<file path="src/rtl/mrv_pkg.sv">
// Shared types and constants for the manifest record validator.
package mrv_pkg;

   localparam int FIXED_BYTES = 30;
   localparam logic [31:0] CRC_POLY = 32'hEDB88320;

   localparam logic [3:0] PH_MAGIC  = 4'd0;
   localparam logic [3:0] PH_VER    = 4'd1;
   localparam logic [3:0] PH_LEN    = 4'd2;
   localparam logic [3:0] PH_EPOCH  = 4'd3;
   localparam logic [3:0] PH_NEXT   = 4'd4;
   localparam logic [3:0] PH_COUNT  = 4'd5;
   localparam logic [3:0] PH_RSTART = 4'd6;
   localparam logic [3:0] PH_REND   = 4'd7;
   localparam logic [3:0] PH_TAIL   = 4'd8;
   localparam logic [3:0] PH_CRC    = 4'd9;
   localparam logic [3:0] PH_FOOTER = 4'd10;
   localparam logic [3:0] PH_DONE   = 4'd11;
   localparam logic [3:0] PH_SKIP   = 4'd12;

   localparam logic [3:0] ST_OK      = 4'd0;
   localparam logic [3:0] ST_SHORT   = 4'd1;
   localparam logic [3:0] ST_MAGIC   = 4'd2;
   localparam logic [3:0] ST_VERSION = 4'd3;
   localparam logic [3:0] ST_MANY    = 4'd4;
   localparam logic [3:0] ST_LENGTH  = 4'd5;
   localparam logic [3:0] ST_SIZE    = 4'd6;
   localparam logic [3:0] ST_START0  = 4'd7;
   localparam logic [3:0] ST_ORDER   = 4'd8;
   localparam logic [3:0] ST_TAIL0   = 4'd9;
   localparam logic [3:0] ST_CRC     = 4'd10;
   localparam logic [3:0] ST_FOOTER  = 4'd11;

   localparam logic [1:0] CSR_MAGIC   = 2'd0;
   localparam logic [1:0] CSR_VERSION = 2'd1;
   localparam logic [1:0] CSR_FOOTER  = 2'd2;
   localparam logic [1:0] CSR_MAXRNG  = 2'd3;

   // One result, as it leaves the parser and sits in the queue.
   typedef struct packed {
      logic        item_kind;
      logic [12:0] range_index;
      logic [31:0] range_start;
      logic [31:0] range_end;
      logic [3:0]  status;
      logic [31:0] epoch;
      logic [31:0] next_generation;
      logic [31:0] tail_generation;
      logic [15:0] range_total;
      logic        final_res;
   } result_type;

   function automatic logic [31:0] crc_byte(input logic [31:0] c_in, input logic [7:0] b);
      logic [31:0] c;
      c = c_in ^ {24'd0, b};
      for (int i = 0; i < 8; i++) begin
         c = (c >> 1) ^ (c[0] ? CRC_POLY : 32'd0);
      end
      return c;
   endfunction

endpackage

</file>
<file path="src/rtl/manifest_record_validator.sv">
// Top level of the manifest record validator: configuration, parser and result queue.
//
// Usage: a record enters one byte per req_ item; tdata carries data_byte and
// tlast marks end_of_record on the last byte. Each range pair that completes
// with no error seen yields a provisional rsp_ item (kind 0); the end byte
// yields a summary item (kind 1) with the status code, and then the record
// state clears for the next record. Registers are written through csr_, and
// the user must write them only while the block is idle; the block itself does
// not enforce this. Results are registered in the queue before they leave on rsp_.
// Throughput: one byte per cycle while req_tready is high; the byte-wise CRC and
// field checks of the parser set that figure. Results wait in a four-entry queue;
// req_tready drops only while fewer than two entries are free, so a stalled
// receiver holds the input back once the queue fills, and nothing is lost.
// Reset clears the parse state, the queue and the registers (max_ranges to 64).
module manifest_record_validator
   import mrv_pkg::*;
#(
   parameter int QUEUE_DEPTH = 4
) (
   input  logic         clock,
   input  logic         reset,
   input  logic         req_tvalid,
   output logic         req_tready,
   input  logic [7:0]   req_tdata,   // data_byte[7:0]
   input  logic         req_tlast,
   output logic         rsp_tvalid,
   input  logic         rsp_tready,
   // range_index[12:0], range_start[44:13], range_end[76:45], status[80:77],
   // epoch[112:81], next_generation[144:113], tail_generation[176:145],
   // range_total[192:177], zero fill[199:193]
   output logic [199:0] rsp_tdata,
   output logic         rsp_tuser,   // item_kind
   output logic         rsp_tlast,
   input  logic         csr_we,
   input  logic [1:0]   csr_index,
   input  logic [31:0]  csr_wdata
);

   localparam int CW = $clog2(QUEUE_DEPTH + 1);

   logic [31:0] magic_ff, footer_ff;
   logic [15:0] version_ff;
   logic [12:0] maxr_ff;
   logic        acc;
   logic        r0v, r1v;
   result_type  r0, r1, q;
   logic [CW-1:0] used;

   always_ff @(posedge clock) begin
      if (reset) begin
         magic_ff <= '0;
         version_ff <= '0;
         footer_ff <= '0;
         maxr_ff <= 13'd64;
      end else if (csr_we) begin
         case (csr_index)
            CSR_MAGIC:   magic_ff <= csr_wdata;
            CSR_VERSION: version_ff <= csr_wdata[15:0];
            CSR_FOOTER:  footer_ff <= csr_wdata;
            CSR_MAXRNG:  maxr_ff <= csr_wdata[12:0];
            default:     magic_ff <= magic_ff;
         endcase
      end
   end

   assign req_tready = (used <= CW'(QUEUE_DEPTH - 2));
   assign acc = req_tvalid && req_tready;

   mrv_parser u_parser (
      .clock(clock), .reset(reset), .byte_valid(acc), .data_byte(req_tdata),
      .end_of_record(req_tlast), .cfg_magic(magic_ff), .cfg_version(version_ff),
      .cfg_footer(footer_ff), .cfg_max_ranges(maxr_ff),
      .res0_valid(r0v), .res0(r0), .res1_valid(r1v), .res1(r1)
   );

   mrv_queue #(.DEPTH(QUEUE_DEPTH)) u_queue (
      .clock(clock), .reset(reset), .wr0_valid(r0v), .wr0(r0), .wr1_valid(r1v),
      .wr1(r1), .used(used), .rd_valid(rsp_tvalid), .rd(q), .rd_ready(rsp_tready)
   );

   assign rsp_tdata = {7'd0, q.range_total, q.tail_generation, q.next_generation,
                       q.epoch, q.status, q.range_end, q.range_start, q.range_index};
   assign rsp_tuser = q.item_kind;
   assign rsp_tlast = q.final_res;

   // The queue never overflows.
   a_no_overflow: assert property (@(posedge clock) disable iff (reset)
      used <= CW'(QUEUE_DEPTH)) else $error("result queue overflow");
   // A summary is always the last result of its byte.
   a_summary_final: assert property (@(posedge clock) disable iff (reset)
      r1v |-> r1.final_res) else $error("summary not final");
   // A range result is issued only with a byte accepted.
   a_range_acc: assert property (@(posedge clock) disable iff (reset)
      r0v |-> acc) else $error("range result without input");

endmodule

</file>
<file path="src/rtl/mrv_parser.sv">
// Front part: parses bytes, runs the CRC and checks, and produces up to two results.
module mrv_parser
   import mrv_pkg::*;
(
   input  logic        clock,
   input  logic        reset,
   input  logic        byte_valid,
   input  logic [7:0]  data_byte,
   input  logic        end_of_record,
   input  logic [31:0] cfg_magic,
   input  logic [15:0] cfg_version,
   input  logic [31:0] cfg_footer,
   input  logic [12:0] cfg_max_ranges,
   output logic        res0_valid,
   output result_type  res0,
   output logic        res1_valid,
   output result_type  res1
);

   logic [16:0] byte_count_ff, byte_count_in;
   logic [31:0] shift_ff, shift_in;
   logic [31:0] crc_ff, crc_in;
   logic [31:0] crc_tail_ff, crc_tail_in;
   logic [3:0]  phase_ff, phase_in;
   logic [3:0]  err_ff, err_in;
   logic [15:0] len_ff, len_in;
   logic [31:0] epoch_ff, epoch_in;
   logic [31:0] next_ff, next_in;
   logic [15:0] count_ff, count_in;
   logic [12:0] done_ff, done_in;
   logic [31:0] pstart_ff, pstart_in;
   logic [31:0] tail_ff, tail_in;
   logic [1:0]  pos_ff, pos_in;

   logic        range_out;
   logic [31:0] word;
   logic [15:0] half;
   logic [1:0]  need;
   logic [12:0] done_inc;
   logic [3:0]  sum_status;
   logic [15:0] exp_len;

   always_comb begin
      byte_count_in = byte_count_ff;
      shift_in = shift_ff;
      crc_in = crc_ff;
      crc_tail_in = crc_tail_ff;
      phase_in = phase_ff;
      err_in = err_ff;
      len_in = len_ff;
      epoch_in = epoch_ff;
      next_in = next_ff;
      count_in = count_ff;
      done_in = done_ff;
      pstart_in = pstart_ff;
      tail_in = tail_ff;
      pos_in = pos_ff;
      range_out = 1'b0;
      word = {data_byte, shift_ff[31:8]};
      half = word[31:16];
      need = (phase_ff == PH_VER || phase_ff == PH_LEN || phase_ff == PH_COUNT) ?
             2'd2 : 2'd0;
      done_inc = done_ff + 13'd1;
      exp_len = 16'(FIXED_BYTES) + {half[12:0], 3'b000};
      sum_status = ST_OK;

      if (byte_valid) begin
         if (!byte_count_ff[16]) byte_count_in = byte_count_ff + 17'd1;
         if (phase_ff <= PH_TAIL) crc_in = crc_byte(crc_ff, data_byte);
         if (phase_ff < PH_DONE) begin
            shift_in = word;
            pos_in = pos_ff + 2'd1;
            if (pos_in == need) begin
               pos_in = 2'd0;
               case (phase_ff)
                  PH_MAGIC: begin
                     if (word != cfg_magic && err_in == ST_OK) err_in = ST_MAGIC;
                     phase_in = PH_VER;
                  end
                  PH_VER: begin
                     if (half != cfg_version && err_in == ST_OK) err_in = ST_VERSION;
                     phase_in = PH_LEN;
                  end
                  PH_LEN: begin
                     len_in = half;
                     phase_in = PH_EPOCH;
                  end
                  PH_EPOCH: begin
                     epoch_in = word;
                     phase_in = PH_NEXT;
                  end
                  PH_NEXT: begin
                     next_in = word;
                     phase_in = PH_COUNT;
                  end
                  PH_COUNT: begin
                     count_in = half;
                     if (half > {3'd0, cfg_max_ranges}) begin
                        if (err_in == ST_OK) err_in = ST_MANY;
                        phase_in = PH_SKIP;
                     end else begin
                        if (len_ff != exp_len && err_in == ST_OK) err_in = ST_LENGTH;
                        phase_in = (half == 16'd0) ? PH_TAIL : PH_RSTART;
                     end
                  end
                  PH_RSTART: begin
                     pstart_in = word;
                     phase_in = PH_REND;
                  end
                  PH_REND: begin
                     if (err_in == ST_OK) begin
                        if (pstart_ff == 32'd0) err_in = ST_START0;
                        else if (word < pstart_ff) err_in = ST_ORDER;
                     end
                     range_out = (err_in == ST_OK);
                     done_in = done_inc;
                     phase_in = ({3'd0, done_inc} == count_ff) ? PH_TAIL : PH_RSTART;
                  end
                  PH_TAIL: begin
                     tail_in = word;
                     if (word == 32'd0 && count_ff != 16'd0 && err_in == ST_OK)
                        err_in = ST_TAIL0;
                     crc_tail_in = ~crc_in;
                     phase_in = PH_CRC;
                  end
                  PH_CRC: begin
                     if (word != crc_tail_ff && err_in == ST_OK) err_in = ST_CRC;
                     phase_in = PH_FOOTER;
                  end
                  default: begin
                     if (word != cfg_footer && err_in == ST_OK) err_in = ST_FOOTER;
                     phase_in = PH_DONE;
                  end
               endcase
            end
         end

         if (byte_count_in < 17'(FIXED_BYTES)) sum_status = ST_SHORT;
         else if (err_in inside {[ST_MAGIC:ST_LENGTH]}) sum_status = err_in;
         else if (byte_count_in != {1'b0, len_in}) sum_status = ST_SIZE;
         else sum_status = err_in;

         if (end_of_record) begin
            byte_count_in = '0;
            shift_in = '0;
            crc_in = '1;
            crc_tail_in = '0;
            phase_in = PH_MAGIC;
            err_in = ST_OK;
            len_in = '0;
            epoch_in = '0;
            next_in = '0;
            count_in = '0;
            done_in = '0;
            pstart_in = '0;
            tail_in = '0;
            pos_in = '0;
         end
      end
   end

   // Results use the field values as they stand after this byte; range_index counts the ranges before it.
   always_comb begin
      res0 = '0;
      res1 = '0;
      res0_valid = 1'b0;
      res1_valid = 1'b0;
      if (byte_valid && range_out) begin
         res0_valid = 1'b1;
         res0.item_kind = 1'b0;
         res0.range_index = done_ff;
         res0.range_start = pstart_ff;
         res0.range_end = word;
         res0.epoch = epoch_ff;
         res0.next_generation = next_ff;
         res0.range_total = count_ff;
         res0.final_res = !end_of_record;
      end
      if (byte_valid && end_of_record) begin
         res1_valid = 1'b1;
         res1.item_kind = 1'b1;
         res1.status = sum_status;
         res1.epoch = epoch_ff;
         res1.next_generation = next_ff;
         res1.range_total = count_ff;
         res1.final_res = 1'b1;
         // Fields completing on the end byte itself.
         if (phase_ff == PH_EPOCH && pos_ff == 2'd3) res1.epoch = word;
         if (phase_ff == PH_NEXT && pos_ff == 2'd3) res1.next_generation = word;
         if (phase_ff == PH_COUNT && pos_ff == 2'd1) res1.range_total = half;
         if (phase_ff == PH_TAIL && pos_ff == 2'd3) res1.tail_generation = word;
         else res1.tail_generation = tail_ff;
      end
   end

   always_ff @(posedge clock) begin
      if (reset) begin
         byte_count_ff <= '0;
         shift_ff <= '0;
         crc_ff <= '1;
         crc_tail_ff <= '0;
         phase_ff <= PH_MAGIC;
         err_ff <= ST_OK;
         len_ff <= '0;
         epoch_ff <= '0;
         next_ff <= '0;
         count_ff <= '0;
         done_ff <= '0;
         pstart_ff <= '0;
         tail_ff <= '0;
         pos_ff <= '0;
      end else begin
         byte_count_ff <= byte_count_in;
         shift_ff <= shift_in;
         crc_ff <= crc_in;
         crc_tail_ff <= crc_tail_in;
         phase_ff <= phase_in;
         err_ff <= err_in;
         len_ff <= len_in;
         epoch_ff <= epoch_in;
         next_ff <= next_in;
         count_ff <= count_in;
         done_ff <= done_in;
         pstart_ff <= pstart_in;
         tail_ff <= tail_in;
         pos_ff <= pos_in;
      end
   end

endmodule

</file>
<file path="src/rtl/mrv_queue.sv">
// Result queue between the parser and the output port; takes up to two items a cycle.
module mrv_queue
   import mrv_pkg::*;
#(
   parameter int DEPTH = 4
) (
   input  logic       clock,
   input  logic       reset,
   input  logic       wr0_valid,
   input  result_type wr0,
   input  logic       wr1_valid,
   input  result_type wr1,
   output logic [$clog2(DEPTH+1)-1:0] used,
   output logic       rd_valid,
   output result_type rd,
   input  logic       rd_ready
);

   localparam int AW = $clog2(DEPTH);
   localparam int CW = $clog2(DEPTH + 1);

   result_type  mem_ff [DEPTH];
   logic [AW-1:0] wptr_ff, rptr_ff;
   logic [CW-1:0] cnt_ff, cnt_in;
   logic [AW-1:0] wsel;
   logic          pop;

   assign pop = rd_valid && rd_ready;
   assign rd_valid = (cnt_ff != '0);
   assign rd = mem_ff[rptr_ff];
   assign used = cnt_ff;
   assign wsel = wr0_valid ? AW'(wptr_ff + AW'(1)) : wptr_ff;

   always_comb begin
      cnt_in = cnt_ff + CW'(wr0_valid) + CW'(wr1_valid) - CW'(pop);
   end

   always_ff @(posedge clock) begin
      if (wr0_valid) mem_ff[wptr_ff] <= wr0;
      if (wr1_valid) mem_ff[wsel] <= wr1;
      if (reset) begin
         wptr_ff <= '0;
         rptr_ff <= '0;
         cnt_ff <= '0;
      end else begin
         wptr_ff <= AW'(wptr_ff + AW'(wr0_valid) + AW'(wr1_valid));
         if (pop) rptr_ff <= AW'(rptr_ff + AW'(1));
         cnt_ff <= cnt_in;
      end
   end

endmodule

</file>
<file path="config.mk">
export PLATFORM = sky130hd
export DESIGN_NAME = manifest_record_validator
export DESIGN_NICKNAME = d
export VERILOG_FILES = /design/src/rtl/mrv_pkg.sv /design/src/rtl/manifest_record_validator.sv /design/src/rtl/mrv_parser.sv /design/src/rtl/mrv_queue.sv
export SDC_FILE = /design/constraint.sdc
export NUM_CORES = 2
export LEC_CHECK = 0
export ABC_CLOCK_PERIOD_IN_PS = 9800
export BUFFER_PORTS_ARGS = -buffer_cell sky130_fd_sc_hd__clkbuf_2
export CORE_AREA = 2 2 292 410
export DETAILED_ROUTE_END_ITERATION = 10
export DIE_AREA = 0 0 294 412
export GPL_ROUTABILITY_DRIVEN = 0
export PLACE_DENSITY = 0.83
export SLEW_MARGIN = 15
export SYNTH_ARGS = -nofsm -noshare
export SYNTH_HDL_FRONTEND = slang
export SYNTH_HIERARCHICAL = 1
export SYNTH_SLANG_ARGS = --single-unit
</file>
<file path="constraint.sdc">
create_clock -name clock -period 9.8 [get_ports clock]
set_clock_uncertainty 0.2 [all_clocks]
set_input_delay 0.49 -clock clock [delete_from_list [all_inputs] [get_ports clock]]
set_output_delay 0.49 -clock clock [all_outputs]
set_load 0.02 [all_outputs]
</file>
==> metrics.md <==
| Metric | Value |
|---|---|
| Req. time, crit path | between 10 and 15 ns |
| Worst-Margin Slew | roughly 1.4 ns |
| Register area share after synthesis | about 50% |
| RSZ-0062 raised after global routing | false |
| Flops & latches, synth | approximately 1,200 |
| Vias in the first global route | 42,504 |
| Fraction of layout cells with a size suffix above 1 | 28.93% |
| CTS max path bufs | 3 |
| Cell Rows | roughly 150 |
| Routed Antenna Nets | 0 |
| DRT iter0 DRCs | about 5,000 |
| Hold Fails Final Rpt | 0 |
| Final Max Tran Viols | 0 |
| VDD IR max | just over 0.2 mV |
| Max transition margin | around 8.6% |
| Most common library cells after synthesis | edfxtp_1 (780), nand2_1 (630), mux2_2 (533) |
| NumNets Final | about 5,300 |
| Clock group share of total power | around 33% |
| Startpoint types | flop |
| Post-CTS Hold Buffers | 25 |
| Mapped Area | about 63,000 um2 |
| CTS root buf | clkbuf_16 |
| First-pass GRT wire length | between 200,000 and 300,000 um |
| Avg WL per Cell | about 26 um |
| Post-Layout Cell Count | approximately 6,800 |
| Ports | 252 |
| LEAKAGE | 0.02544 uW |
| Critical Path AT | ~6.3 ns |
| Cells after Synth | 5,152 |
| Total track usage | 28.60% |
| # resized after CTS | 0 |
| IO Port Bufs | about 240 |
| Die Ht | 412 um |
| Diodes inserted | 0 |
| CORE AREA | around 120,000 um2 |
| Vias | ~43,000 |
| H-Tree Level Count | 3 |
| GRT Residual Overflow | 0 |
| # clock sinks | approximately 1,200 |
| Sequential Power Share | between 40% and 50% |
| Cell area power density | slightly below 200 nW/um2 |
| Num CTS Buffers | roughly 110 |
| # fillers | about 8,800 |
| Crit Path Class | flop to flop |
| Routed WL | roughly 180,000 um |
| Synth async-reset ratio | 0% |
| Clk_lat worst skew | roughly 0.74 ns |
| Final setup vio count | 0 |
| Fmax | 166.1 MHz |
| Largest net degree at the start of global routing | ~190 |
| Period utilization | between 60% and 70% |
| Cell accounting for the most synthesized area | edfxtp_1 |
| Ys flop type | edfxtp_1 |
| Setup crit end kind | flop |
| Max cap viols | 0 |
| Placed Area | approximately 65,000 um2 |
| Combinational power share | 25.1% |
| Synth top area cells | edfxtp_1 (37%), dfxtp_1 (12%), mux2_2 (9.5%) |
| Synth top area share | 37.17% |
| Post-synth EDFFs | 780 |
| Status | complete, no violations |
| Post-route setup TNS | 0 ns |
| Final instance area | roughly 68,000 um2 |
| Pwr Total | about 13,000 uW |
| Post-detail-place hpwl | around 110,000 um |
| Post-synthesis cell type count | 100 |
| Average size of a mapped cell | about 12 um2 |
| Die footprint | between 100,000 and 150,000 um2 |
| Via density | approximately 6.3 |
| CTS tree | yes |
| Synth-to-Final Area Change | 8.611% |
| Fin crit period | ~6 ns |
| Cell with the most instances after synthesis | edfxtp_1 |
| Clock-pin slew on the worst setup and hold paths | around 0.070 ns |
| CP Max Fanout | approximately 140 |
| Sw power | 4128 uW |
| DRC errors left | 0 |
| Initial antenna violation count | 9 |
| Initial Util | around 54% |
| Die X | between 200 and 300 um |
| Worst Hold Class | input pin to flop |
| Cell Int Power | 9227 uW |
| Sw Ratio | 30.91% |
| Synth Warn # | 6 |
| DR pass1 iterations | 6 |
| Post-CTS Repair Setup Buffers | 0 |
| Placed cells | 6,599 |
-- final cells by class --
| cell class | instances | area [um2] | area share, % |
|---|---|---|---|
| Clock buffer | 172 | 3308 | 4.833 |
| Clock inverter | 31 | 367.9 | 0.5374 |
| Inverter | 65 | 244.0 | 0.3565 |
| Multi-Input combinational cell | 3523 | 29140 | 42.57 |
| Sequential cell | 1170 | 31240 | 45.64 |
| Tap cell | 1510 | 1889 | 2.760 |
| Timing Repair Buffer | 356 | 2262 | 3.305 |
-- worst max-delay path, cell delays in order (launching register included) --
cell and delay (ns):
dfxtp_1 0.70, nor4b_4 0.58, o21ai_0 0.22, a21o_1 0.34, nor2_1 0.17, and3_4 0.66, nand2_1 0.31, o22ai_4 0.26
buf_12 0.58, buf_4 0.87, mux2_2 0.41
-- layout by cell type, fill, tap and decap left out, drive strengths merged, types with 6 or more instances in the layout --
cell / instances
edfxtp: 780
a211o: 12
a21oi: 392
and2: 165
and3: 14
nor4b: 6
inv: 66
or4: 6
nor2b: 38
or3: 11
dlygate4sd3: 25
nand4: 40
dfxtp: 390
clkbuf: 414
nand3: 71
nand3b: 8
nor2: 160
o21ai: 51
xnor2: 158
mux2: 781
nor3: 35
xor2: 88
nand2b: 134
buf: 89
a21o: 14
a22oi: 21
or2: 20
o211ai: 10
mux2i: 107
conb: 121
ha: 54
o21a: 8
a211oi: 32
nor4: 58
nand2: 631
clkinv: 23
mux4: 195
-- sequential cells by signal, summed over array words and instances (netlist names), 17 cells and up, named ones only --
name                    count
u_parser/shift_ff          24
u_parser/crc_ff            32
u_queue/mem_ff            780
magic_ff                   32
u_parser/pstart_ff         32
u_parser/tail_ff           32
u_parser/byte_count_ff     17
u_parser/next_ff           32
u_parser/crc_tail_ff       32
footer_ff                  32
u_parser/epoch_ff          32
-- power groups by stage --
stage | sequential, uW | clock [uW] | combinational (uW)
final | 5640 | 4360 | 3350
after global routing | 5660 | 4560 | 3540
after CTS | 5640 | 4380 | 3330
after detailed placement | 5740 | 0 | 3310
after global placement | 5730 | 0 | 3280
after floorplan | 5690 | 0 | 2420
-- worst paths after layout --
path | startpoint | end | depth (start not counted) | slack (ns)
hold reg to reg | u_parser/tail_ff[1] | u_parser/tail_ff[1] | 2 | 0.26
hold / removal | csr_wdata[11] | version_ff[11] | 3 | 0.03
setup reg to reg | u_parser/phase_ff[1] | u_queue/mem_ff[3][53] | 10 | 3.78
setup / recovery | u_parser/phase_ff[1] | u_queue/mem_ff[3][53] | 10 | 3.78
-- kinds of logic after synthesis --
logic type                 Yosys count  share of synthesized area [%]
buffers and inverters              578                          5.130
other                                2                        0.01192
adders and majority gates           57                          1.167
AOI/OAI and AO/OA                  593                          5.462
DFF                               1170                          49.56
and+or+nand+nor                   1417                          10.97
xor gates and xnor gates           252                          3.649
muxes                             1083                          24.05
-- per-layer routing --
metal,vias up,GRT usage (%),share of wire [%]
met5,-,0,0.064
met4,16,19.77,7.7
met3,677,6.062,11
met2,2588,45.68,46
met1,20799,34.71,35
li1,18629,-,-
-- per-stage QoR --
step / util [%] / hold WS, ns / setup slack (ns)
after floorplan: - / 0.2366 / 1.682
after global routing: 58.37 / 0.02514 / 3.608
after global placement: 55.01 / 0.2430 / 3.722
final: 58.37 / 0.03134 / 3.781
after CTS: 58.36 / 0.002016 / 3.913
after detailed placement: 55.02 / 0.2487 / 3.732
(Power assumes the default switching activity.)
